[config.mk]
export PLATFORM = sky130hd
export DESIGN_NAME = bit_vector_set_engine_core
export DESIGN_NICKNAME = d
export VERILOG_FILES = /design/src/design/bvs_pkg.sv /design/src/design/bvs_word_ram.sv /design/src/design/bvs_seq.sv /design/src/design/bit_vector_set_engine_core.sv
export SDC_FILE = /design/constraint.sdc
export NUM_CORES = 1
export LEC_CHECK = 0
export ABC_AREA = 1
export BUFFER_PORTS_ARGS = -buffer_cell sky130_fd_sc_hd__buf_4
export CAP_MARGIN = 20
export CORE_MARGIN = 4
export CORE_UTILIZATION = 35
export DETAILED_ROUTE_END_ITERATION = 8
export GPL_TIMING_DRIVEN = 0
export SLEW_MARGIN = 10
export SYNTH_ARGS = -nofsm -noshare
export SYNTH_HDL_FRONTEND = slang
export SYNTH_SLANG_ARGS = --single-unit
[constraint.sdc]
create_clock -name clk -period 13.2 [get_ports clk]
set_input_delay 2.64 -clock clk [delete_from_list [all_inputs] [get_ports clk]]
set_output_delay 2.64 -clock clk [all_outputs]
set_load 0.01 [all_outputs]
[src/design/bvs_pkg.sv]
// ----------------------------------------------------------------------------
// Bit vector set engine - package
// Sizes, operation and status codes, and the structs shared between modules.
// ----------------------------------------------------------------------------
`default_nettype none

package bvs_pkg;

    localparam int MAX_WORDS   = 8;
    localparam int WORD_W      = 32;
    localparam int ADDR_W      = $clog2(MAX_WORDS);
    localparam int WCNT_W      = $clog2(MAX_WORDS + 1);
    localparam int BIT_W       = $clog2(WORD_W);
    localparam int NUM_W       = 9;
    localparam int CNT_W       = 9;
    localparam int KIND_W      = 4;
    localparam int STATUS_W    = 2;
    localparam int CFG_W       = 4;
    localparam int CFG_IDX_W   = 1;
    localparam int IN_TDATA_W  = 16;
    localparam int OUT_TDATA_W = 24;
    localparam int CAP_BITS    = MAX_WORDS * WORD_W;

    typedef enum logic [KIND_W-1:0] {
        KIND_TEST        = 4'd0,
        KIND_SET         = 4'd1,
        KIND_CLEAR       = 4'd2,
        KIND_CLEAR_ALL   = 4'd3,
        KIND_SET_INITIAL = 4'd4,
        KIND_ITER_START  = 4'd5,
        KIND_ITER_NEXT   = 4'd6,
        KIND_COUNT       = 4'd7,
        KIND_REINIT      = 4'd8
    } kind_t;

    localparam logic [STATUS_W-1:0] STATUS_OK       = 2'd0;
    localparam logic [STATUS_W-1:0] STATUS_RANGE    = 2'd1;
    localparam logic [STATUS_W-1:0] STATUS_NO_GROW  = 2'd2;
    localparam logic [STATUS_W-1:0] STATUS_CAPACITY = 2'd3;

    localparam logic [CFG_IDX_W-1:0] CFG_INITIAL_WORDS = 1'b0;
    localparam logic [CFG_IDX_W-1:0] CFG_EXPANDABLE    = 1'b1;

    localparam logic [CNT_W-1:0] CNT_MAX = CNT_W'(CAP_BITS);

    typedef struct packed {
        logic                  rd_en;
        logic [ADDR_W-1:0]     rd_addr;
        logic                  wr_en;
        logic [ADDR_W-1:0]     wr_addr;
        logic [WORD_W-1:0]     wr_data;
        logic [MAX_WORDS-1:0]  clr_mask;
    } ram_req_t;

    // Packed so that bit_value lands in the lowest bit of the stream word.
    typedef struct packed {
        logic [STATUS_W-1:0]   status;
        logic [CNT_W-1:0]      set_count;
        logic signed [NUM_W-1:0] position;
        logic                  bit_value;
    } result_t;

endpackage

`default_nettype wire

[src/design/bvs_word_ram.sv]
// ----------------------------------------------------------------------------
// Bit vector set engine - word store
// Synchronous word memory with a registered read port and a valid bit per
// word; a word whose valid bit is clear reads as zero.
// ----------------------------------------------------------------------------
`default_nettype none

module bvs_word_ram (
    input  wire logic                       clk,
    input  wire logic                       rst_n,
    input  wire bvs_pkg::ram_req_t          req,
    output logic [bvs_pkg::WORD_W-1:0]      rd_data
);
    import bvs_pkg::*;

    logic [WORD_W-1:0]    word_mem [MAX_WORDS];
    logic [WORD_W-1:0]    rd_word_reg;
    logic                 rd_valid_reg;
    logic [MAX_WORDS-1:0] valid_reg;
    logic [MAX_WORDS-1:0] valid_next;
    logic [MAX_WORDS-1:0] wr_onehot;

    always_ff @(posedge clk)
    begin
        if (req.wr_en)
        begin
            word_mem[req.wr_addr] <= req.wr_data;
        end
        if (req.rd_en)
        begin
            rd_word_reg <= word_mem[req.rd_addr];
        end
    end

    // A write in the same cycle as a clear of the same word leaves it valid.
    always_comb
    begin
        wr_onehot = '0;
        if (req.wr_en)
        begin
            wr_onehot[req.wr_addr] = 1'b1;
        end
        valid_next = (valid_reg & ~req.clr_mask) | wr_onehot;
    end

    always_ff @(posedge clk or negedge rst_n)
    begin
        if (!rst_n)
        begin
            valid_reg    <= '0;
            rd_valid_reg <= 1'b0;
        end
        else
        begin
            valid_reg <= valid_next;
            if (req.rd_en)
            begin
                rd_valid_reg <= valid_reg[req.rd_addr];
            end
        end
    end

    assign rd_data = rd_valid_reg ? rd_word_reg : '0;

endmodule

`default_nettype wire

[src/design/bvs_seq.sv]
// ----------------------------------------------------------------------------
// Bit vector set engine - operation sequencer
// Runs one operation at a time against the word store: read-modify-write for
// single bits, valid-bit clears for clear_all and re-init, a write sweep for
// set_initial and a one-word-per-cycle scan for count and find-next.
// ----------------------------------------------------------------------------
`default_nettype none

module bvs_seq (
    input  wire logic                          clk,
    input  wire logic                          rst_n,
    input  wire logic                          start,
    input  wire logic [bvs_pkg::KIND_W-1:0]    kind,
    input  wire logic [bvs_pkg::NUM_W-1:0]     number,
    input  wire logic [bvs_pkg::CFG_W-1:0]     initial_words,
    input  wire logic                          expandable,
    output logic                               idle,
    output logic                               res_valid,
    input  wire logic                          res_take,
    output bvs_pkg::result_t                   res,
    output bvs_pkg::ram_req_t                  ram_req,
    input  wire logic [bvs_pkg::WORD_W-1:0]    rd_data
);
    import bvs_pkg::*;

    typedef enum logic [2:0] {
        ST_IDLE,
        ST_EXEC,
        ST_FILL,
        ST_SCAN,
        ST_RESP
    } state_t;

    state_t              state_reg;
    kind_t               kind_reg;
    logic [NUM_W-1:0]    num_reg;
    logic [WCNT_W-1:0]   active_reg;
    logic [NUM_W-1:0]    iter_pos_reg;
    logic [WCNT_W-1:0]   lim_words_reg;
    logic [WCNT_W-1:0]   cur_w_reg;
    logic [ADDR_W-1:0]   fill_reg;
    result_t             res_reg;

    logic [NUM_W-1:0]    live_bits;
    logic [NUM_W-1:0]    lim_bits;
    logic [ADDR_W-1:0]   word_idx;
    logic [BIT_W-1:0]    bit_sel;
    logic [WORD_W-1:0]   bit_mask;
    logic                in_range;
    logic                cap_ok;
    logic [WCNT_W-1:0]   grow_words;
    logic [MAX_WORDS-1:0] grow_clr;
    logic [MAX_WORDS-1:0] active_clr;
    logic [NUM_W:0]      need_sum;
    logic [NUM_W-BIT_W:0] need_words;
    logic                too_long;
    logic                fill_go;
    logic [WCNT_W-1:0]   full_words;
    logic [WORD_W-1:0]   fill_data;
    logic                fill_last;
    logic [WCNT_W-1:0]   clamp_words;
    logic [WCNT_W-1:0]   cur_next;
    logic [WORD_W-1:0]   masked;
    logic [WORD_W-1:0]   onehot;
    logic                hit;
    logic [BIT_W-1:0]    hit_bit;
    logic [NUM_W-1:0]    hit_pos;
    logic                past_end;
    logic                last_word;
    logic                count_last;
    logic [CNT_W-1:0]    word_pop;
    logic [NUM_W-1:0]    miss_pos;

    // Address and range arithmetic for the current operation.
    always_comb
    begin
        live_bits  = NUM_W'(active_reg) << BIT_W;
        lim_bits   = NUM_W'(lim_words_reg) << BIT_W;
        word_idx   = num_reg[BIT_W +: ADDR_W];
        bit_sel    = num_reg[BIT_W-1:0];
        bit_mask   = WORD_W'(1) << bit_sel;
        in_range   = num_reg < live_bits;
        cap_ok     = {1'b0, num_reg} < (NUM_W+1)'(CAP_BITS);
        grow_words = WCNT_W'(num_reg[NUM_W-1:BIT_W]) + WCNT_W'(1);
        need_sum   = {1'b0, num_reg} + (NUM_W+1)'(WORD_W - 1);
        need_words = need_sum[NUM_W:BIT_W];
        too_long   = need_words > (NUM_W-BIT_W+1)'(active_reg);
        fill_go    = (kind_reg == KIND_SET_INITIAL) && !too_long && (need_words != '0);
        full_words = WCNT_W'(num_reg[NUM_W-1:BIT_W]);
        fill_data  = (WCNT_W'(fill_reg) < full_words) ? '1 : (bit_mask - WORD_W'(1));
        fill_last  = (WCNT_W'(fill_reg) + WCNT_W'(1)) == WCNT_W'(need_words);

        if (initial_words == '0)
        begin
            clamp_words = WCNT_W'(1);
        end
        else if (WCNT_W'(initial_words) > WCNT_W'(MAX_WORDS))
        begin
            clamp_words = WCNT_W'(MAX_WORDS);
        end
        else
        begin
            clamp_words = WCNT_W'(initial_words);
        end

        for (int i = 0; i < MAX_WORDS; i++)
        begin
            grow_clr[i]   = (WCNT_W'(i) >= active_reg) && (WCNT_W'(i) < grow_words);
            active_clr[i] = WCNT_W'(i) < active_reg;
        end
    end

    // Scan datapath: one word of the store per cycle.
    always_comb
    begin
        cur_next = cur_w_reg + WCNT_W'(1);
        if (cur_w_reg == iter_pos_reg[NUM_W-1:BIT_W])
        begin
            masked = rd_data & ({WORD_W{1'b1}} << iter_pos_reg[BIT_W-1:0]);
        end
        else
        begin
            masked = rd_data;
        end
        hit    = |masked;
        onehot = masked & (~masked + WORD_W'(1));
        for (int b = 0; b < BIT_W; b++)
        begin
            hit_bit[b] = 1'b0;
            for (int i = 0; i < WORD_W; i++)
            begin
                if (((i >> b) & 1) == 1)
                begin
                    hit_bit[b] = hit_bit[b] | onehot[i];
                end
            end
        end
        hit_pos    = NUM_W'({cur_w_reg[ADDR_W-1:0], hit_bit});
        past_end   = cur_w_reg >= lim_words_reg;
        last_word  = cur_next >= lim_words_reg;
        count_last = cur_next >= active_reg;
        word_pop   = CNT_W'($countones(rd_data));
        miss_pos   = (iter_pos_reg < lim_bits) ? lim_bits : iter_pos_reg;
    end

    // Requests to the word store.
    always_comb
    begin
        ram_req = '0;
        unique case (state_reg)
            ST_IDLE:
            begin
                ram_req.rd_en = start;
                if (kind == KIND_COUNT)
                begin
                    ram_req.rd_addr = '0;
                end
                else if (kind == KIND_ITER_NEXT)
                begin
                    ram_req.rd_addr = iter_pos_reg[BIT_W +: ADDR_W];
                end
                else
                begin
                    ram_req.rd_addr = number[BIT_W +: ADDR_W];
                end
            end
            ST_EXEC:
            begin
                ram_req.wr_addr = word_idx;
                unique case (kind_reg)
                    KIND_SET:
                    begin
                        if (in_range)
                        begin
                            ram_req.wr_en   = 1'b1;
                            ram_req.wr_data = rd_data | bit_mask;
                        end
                        else if (expandable && cap_ok)
                        begin
                            // Newly added words start from zero, this one included.
                            ram_req.wr_en    = 1'b1;
                            ram_req.wr_data  = bit_mask;
                            ram_req.clr_mask = grow_clr;
                        end
                    end
                    KIND_CLEAR:
                    begin
                        ram_req.wr_en   = in_range;
                        ram_req.wr_data = rd_data & ~bit_mask;
                    end
                    KIND_CLEAR_ALL:
                    begin
                        ram_req.clr_mask = active_clr;
                    end
                    KIND_REINIT:
                    begin
                        ram_req.clr_mask = '1;
                    end
                    default:
                    begin
                        ram_req.wr_en = 1'b0;
                    end
                endcase
            end
            ST_FILL:
            begin
                ram_req.wr_en   = 1'b1;
                ram_req.wr_addr = fill_reg;
                ram_req.wr_data = fill_data;
            end
            ST_SCAN:
            begin
                ram_req.rd_en   = 1'b1;
                ram_req.rd_addr = cur_next[ADDR_W-1:0];
            end
            ST_RESP:
            begin
                ram_req.rd_en = 1'b0;
            end
            default:
            begin
                ram_req.rd_en = 1'b0;
            end
        endcase
    end

    always_ff @(posedge clk or negedge rst_n)
    begin
        if (!rst_n)
        begin
            state_reg     <= ST_IDLE;
            kind_reg      <= KIND_TEST;
            num_reg       <= '0;
            active_reg    <= WCNT_W'(MAX_WORDS);
            iter_pos_reg  <= '0;
            lim_words_reg <= '0;
            cur_w_reg     <= '0;
            fill_reg      <= '0;
            res_reg       <= '0;
        end
        else
        begin
            unique case (state_reg)
                ST_IDLE:
                begin
                    if (start)
                    begin
                        kind_reg <= kind_t'(kind);
                        num_reg  <= number;
                        res_reg  <= '0;
                        if (kind == KIND_COUNT)
                        begin
                            cur_w_reg <= '0;
                            state_reg <= ST_SCAN;
                        end
                        else if (kind == KIND_ITER_NEXT)
                        begin
                            cur_w_reg <= iter_pos_reg[NUM_W-1:BIT_W];
                            state_reg <= ST_SCAN;
                        end
                        else
                        begin
                            state_reg <= ST_EXEC;
                        end
                    end
                end
                ST_EXEC:
                begin
                    state_reg <= fill_go ? ST_FILL : ST_RESP;
                    unique case (kind_reg)
                        KIND_TEST:
                        begin
                            if (in_range)
                            begin
                                res_reg.bit_value <= rd_data[bit_sel];
                            end
                            else
                            begin
                                res_reg.status <= STATUS_RANGE;
                            end
                        end
                        KIND_SET:
                        begin
                            if (!in_range)
                            begin
                                if (!expandable)
                                begin
                                    res_reg.status <= STATUS_NO_GROW;
                                end
                                else if (!cap_ok)
                                begin
                                    res_reg.status <= STATUS_CAPACITY;
                                end
                                else
                                begin
                                    active_reg <= grow_words;
                                end
                            end
                        end
                        KIND_CLEAR:
                        begin
                            if (!in_range)
                            begin
                                res_reg.status <= STATUS_RANGE;
                            end
                        end
                        KIND_SET_INITIAL:
                        begin
                            if (too_long)
                            begin
                                res_reg.status <= STATUS_RANGE;
                            end
                            else if (need_words != '0)
                            begin
                                fill_reg <= '0;
                            end
                        end
                        KIND_ITER_START:
                        begin
                            iter_pos_reg  <= '0;
                            lim_words_reg <= active_reg;
                        end
                        KIND_REINIT:
                        begin
                            active_reg    <= clamp_words;
                            iter_pos_reg  <= '0;
                            lim_words_reg <= '0;
                        end
                        default:
                        begin
                        end
                    endcase
                end
                ST_FILL:
                begin
                    fill_reg <= fill_reg + ADDR_W'(1);
                    if (fill_last)
                    begin
                        state_reg <= ST_RESP;
                    end
                end
                ST_SCAN:
                begin
                    cur_w_reg <= cur_next;
                    if (kind_reg == KIND_COUNT)
                    begin
                        res_reg.set_count <= res_reg.set_count + word_pop;
                        if (count_last)
                        begin
                            state_reg <= ST_RESP;
                        end
                    end
                    else if (past_end || (!hit && last_word))
                    begin
                        res_reg.position <= '1;
                        iter_pos_reg     <= miss_pos;
                        state_reg        <= ST_RESP;
                    end
                    else if (hit)
                    begin
                        res_reg.position <= hit_pos;
                        iter_pos_reg     <= hit_pos + NUM_W'(1);
                        state_reg        <= ST_RESP;
                    end
                end
                ST_RESP:
                begin
                    if (res_take)
                    begin
                        state_reg <= ST_IDLE;
                    end
                end
                default:
                begin
                    state_reg <= ST_IDLE;
                end
            endcase
        end
    end

    assign idle      = state_reg == ST_IDLE;
    assign res_valid = state_reg == ST_RESP;
    assign res       = res_reg;

endmodule

`default_nettype wire

[src/design/bit_vector_set_engine_core.sv]
// ----------------------------------------------------------------------------
// Bit vector set engine - top level
// Bit set of up to eight 32-bit words with an active size, driven by one
// operation per input transfer and answering with one result transfer.
//
//   channel   direction  payload
//   s_axis    in         tuser: kind; tdata: number
//   m_axis    out        tdata: bit_value, position, set_count, status
//   cfg       in         cfg_index 0 initial_words, 1 expandable
//
// Test, set, clear, clear_all, iter_start, re-init and unknown kinds pass an
// execute and a response state; set_initial adds a fill state writing the words
// in turn; count and iter_next scan the store word by word through its single
// read port. Reset clears the per-word valid bits at once, so the store needs
// no clearing pass. A stalled result sits in the output register while the
// next transfer is accepted and worked on.
// ----------------------------------------------------------------------------
`default_nettype none

module bit_vector_set_engine_core (
    input  wire logic                               clk,
    input  wire logic                               rst_n,
    input  wire logic                               s_axis_tvalid,
    output logic                                    s_axis_tready,
    // number[8:0], zeros above
    input  wire logic [bvs_pkg::IN_TDATA_W-1:0]     s_axis_tdata,
    // kind[3:0]
    input  wire logic [bvs_pkg::KIND_W-1:0]         s_axis_tuser,
    output logic                                    m_axis_tvalid,
    input  wire logic                               m_axis_tready,
    // bit_value[0], position[9:1], set_count[18:10], status[20:19], zeros above
    output logic [bvs_pkg::OUT_TDATA_W-1:0]         m_axis_tdata,
    input  wire logic                               cfg_we,
    input  wire logic [bvs_pkg::CFG_IDX_W-1:0]      cfg_index,
    input  wire logic [bvs_pkg::CFG_W-1:0]          cfg_data
);
    import bvs_pkg::*;

    logic [CFG_W-1:0] initial_words_reg;
    logic             expandable_reg;
    logic             m_valid_reg;
    result_t          m_data_reg;

    logic             seq_idle;
    logic             res_valid;
    logic             slot_free;
    result_t          res;
    ram_req_t         ram_req;
    logic [WORD_W-1:0] rd_data;

    assign s_axis_tready = seq_idle;
    assign slot_free     = !m_valid_reg || m_axis_tready;

    bvs_seq u_seq (
        .clk           (clk),
        .rst_n         (rst_n),
        .start         (s_axis_tvalid && seq_idle),
        .kind          (s_axis_tuser),
        .number        (s_axis_tdata[NUM_W-1:0]),
        .initial_words (initial_words_reg),
        .expandable    (expandable_reg),
        .idle          (seq_idle),
        .res_valid     (res_valid),
        .res_take      (slot_free),
        .res           (res),
        .ram_req       (ram_req),
        .rd_data       (rd_data)
    );

    bvs_word_ram u_ram (
        .clk     (clk),
        .rst_n   (rst_n),
        .req     (ram_req),
        .rd_data (rd_data)
    );

    always_ff @(posedge clk or negedge rst_n)
    begin
        if (!rst_n)
        begin
            initial_words_reg <= CFG_W'(MAX_WORDS);
            expandable_reg    <= 1'b1;
        end
        else if (cfg_we)
        begin
            unique case (cfg_index)
                CFG_INITIAL_WORDS: initial_words_reg <= cfg_data;
                CFG_EXPANDABLE:    expandable_reg    <= cfg_data[0];
            endcase
        end
    end

    always_ff @(posedge clk or negedge rst_n)
    begin
        if (!rst_n)
        begin
            m_valid_reg <= 1'b0;
            m_data_reg  <= '0;
        end
        else if (res_valid && slot_free)
        begin
            m_valid_reg <= 1'b1;
            m_data_reg  <= res;
        end
        else if (m_axis_tready)
        begin
            m_valid_reg <= 1'b0;
        end
    end

    assign m_axis_tvalid = m_valid_reg;
    assign m_axis_tdata  = OUT_TDATA_W'(m_data_reg);

endmodule

`default_nettype wire

==> metrics.csv <==
metric,value,unit
drt pass-1 iters,6,
Die Y-Extent,252,µm
Synth Flop Type,edfxtp_1,
layout cells sized above 1,8.94,%
Synth Instances,2278,
GPL Wtd Cong,0.951,
clk_skew,18.2,ps
Synth area leaders,"edfxtp_1 41%, dfrtp_1 11%, o21ai_0 7.4%, nor2_1 6.5%, nand2_1 5.6%",
setup TNS,0,ps
routed wire length per instance,20.5,µm
all-layer global routing usage,20.1,%
Total Nets Final,2512,
"Hold Vio Cnt, Final",0,
buffer depth of the longest clock path,3,
Post-synth EDFFs,288,
Via Count,17216,
GR Overflow Total,0,
Clock Sinks,385,
"slowest stage cell, crit path",fa_1,
Synth top area share,41.4,%
post-synthesis sequential area ratio,53.0,%
Yosys cell types,58,
die footprint,63700,µm²
"Data required, critical path",13650,ps
Clk Tree Root Cell,clkbuf_16,
vias in the first global route,16556,
setup bufs post-CTS,0,
largest fanout on the critical path,10,
final max-slew violation count,0,
unrepaired setup endpoints after global routing,false,
Multi-input gate area,8500,µm²
starting density of the core,35.4,%
Crit. End Element,flop,
"slowest stage delay, CP",600,ps
row count,89,
"Core Util, Final",40.5,%
antenna-violating nets left,0,
Worst Tran Pin Value,1140,ps
Port Buffers,45,
final period utilization,49.7,%
final wirelength,65500,µm
status,"finished, final reports clean",
hold_buf cts,0,
CTS tree,built,
syn avg cell area,9.18,µm²
crit start category,flop,
Max-cap violations,0,
DR DRC count,0,
post_cts resized,0,
first-pass GRT wire length,99200,µm
# fillers,5775,
H-tree Lvls,2,
Tightest Hold Check Type,flop to flop,
Post-DP HPWL,49100,µm
Vias per Instance,5.38,
number of synthesized register bits,385,
Critical Setup Path Class,flop to flop,
DR iter-0 viols,1473,
Critical Path AT,7000,ps
Synth Warn #,0,
Synth async-reset ratio,25.2,%
Ports,56,
pin count of the biggest net entering global routing,56,
synthesized area,20900,µm²
P&R area growth vs syn,14.5,%
initial antenna violation count,1,
"area leader, netlist",edfxtp_1,
number of flip-flops in the largest register,256,
TritonCTS buffer count,42,
core area,59100,µm²
Worst slew margin,23.0,%
clock-pin slew on the worst setup and hold paths,60,ps
register area,11100,µm²
final setup fails,0,
clock latency at the later pin of the worst-skew pair,580,ps
Die Width,252,µm
minimum clock period,6560,ps
fmax,153,MHz
-- worst paths after layout --
path | cells after the start | slack (ps) | startpoint | end
max | 27 | 6640 | u_ram.rd_valid_reg | u_seq.res[18]
max in group asynchronous | 2 | 10450 | rst_n | u_seq.fill_reg[0]
min | 2 | 480 | m_axis_tdata[8] | m_axis_tdata[8]
min in group asynchronous | 1 | 2060 | rst_n | u_seq.res[5]
min reg2reg | 2 | 480 | m_axis_tdata[8] | m_axis_tdata[8]
max reg2reg | 27 | 6640 | u_ram.rd_valid_reg | u_seq.res[18]
-- Yosys cell counts, types with 6 or more instances --
cell type,instances
o21ai_0,310
nand4_1,8
o31ai_1,11
a32oi_1,26
nor2_1,361
nand3b_1,6
a31oi_1,41
nand2_1,312
nor2_2,8
o21bai_1,32
dfrtp_1,94
ha_1,60
nand2_2,17
fa_1,29
edfxtp_1,288
nor2_4,6
xor2_1,16
nand3_1,78
inv_1,253
o21ai_1,15
inv_2,8
clkbuf_1,79
a21oi_1,45
nor3_1,21
o22ai_1,74
-- metrics by stage --
step	instance area, µm²	std cells	worst slack, ps	hold slack (ps)
final	23900	3200	6640	484
after global routing	23900	3199	6210	518
after CTS	23900	3186	6590	493
after detailed placement	22500	3109	6590	477
after global placement	22200	3098	6650	467
after floorplan	20900	2280	7620	443
-- layer usage --
metal | routed length (µm) | up-vias | GRT usage, %
li1 | - | 8076 | -
met5 | 0 | - | 0
met3 | 4400 | 126 | 3.09
met1 | 28700 | 8379 | 27.5
met2 | 29900 | 635 | 32.5
met4 | 2480 | 0 | 7.72
-- critical path, delay by kind of cell, from the launching register on --
kind            cells  cell delay, ps
compound gates      1             270
xor+xnor            3             550
simple gates        9            1140
flops               1             320
buf+inv             7            1220
fa+ha+maj           7            2920
-- kinds of logic (layout without fill, tap and decap cells) --
family,Yosys count,in the layout,share of synthesized area (%)
XOR/XNOR,18,18,0.754
other,1,4,0.0179
multiplexers,5,5,0.269
adder cells (fa/ha/maj),89,89,6.37
flip-flops,385,385,53.0
buffers and inverters,359,505,6.71
AND/OR/NAND/NOR,834,834,16.7
AO/OA/AOI/OAI,587,587,16.2
-- area by class of cell --
cell class	instances	share of cell area [%]
diodes	1	0.0104
plain buffers	95	1.72
clock buffers	47	4.60
clock inverters	30	1.08
inverters	264	4.14
multi-input cells	1536	35.5
flip-flops and latches	385	46.3
well taps	773	4.04
repair buffers	69	2.68
-- layout by cell type, fill, tap and decap left out, types with 7 or more instances in the layout --
master / n
o21ai_0: 308
nand2_1: 312
a31oi_1: 41
a32oi_1: 26
buf_12: 7
nand4_1: 8
xor2_1: 16
ha_1: 60
nor2_1: 353
o21ai_1: 17
fa_1: 29
clkinv_2: 13
nor2_4: 14
clkbuf_4: 12
nor3_1: 21
nor2_2: 8
clkinv_1: 10
o22ai_1: 74
buf_4: 49
inv_1: 252
dfrtp_1: 94
clkbuf_16: 43
a21oi_1: 45
inv_2: 9
clkbuf_1: 82
o31ai_1: 11
nand2_2: 17
edfxtp_1: 288
o21bai_1: 32
nand3_1: 78
Power is not shown: default switching activity piles up to over one toggle a cycle in this logic, so the estimate is an artifact.
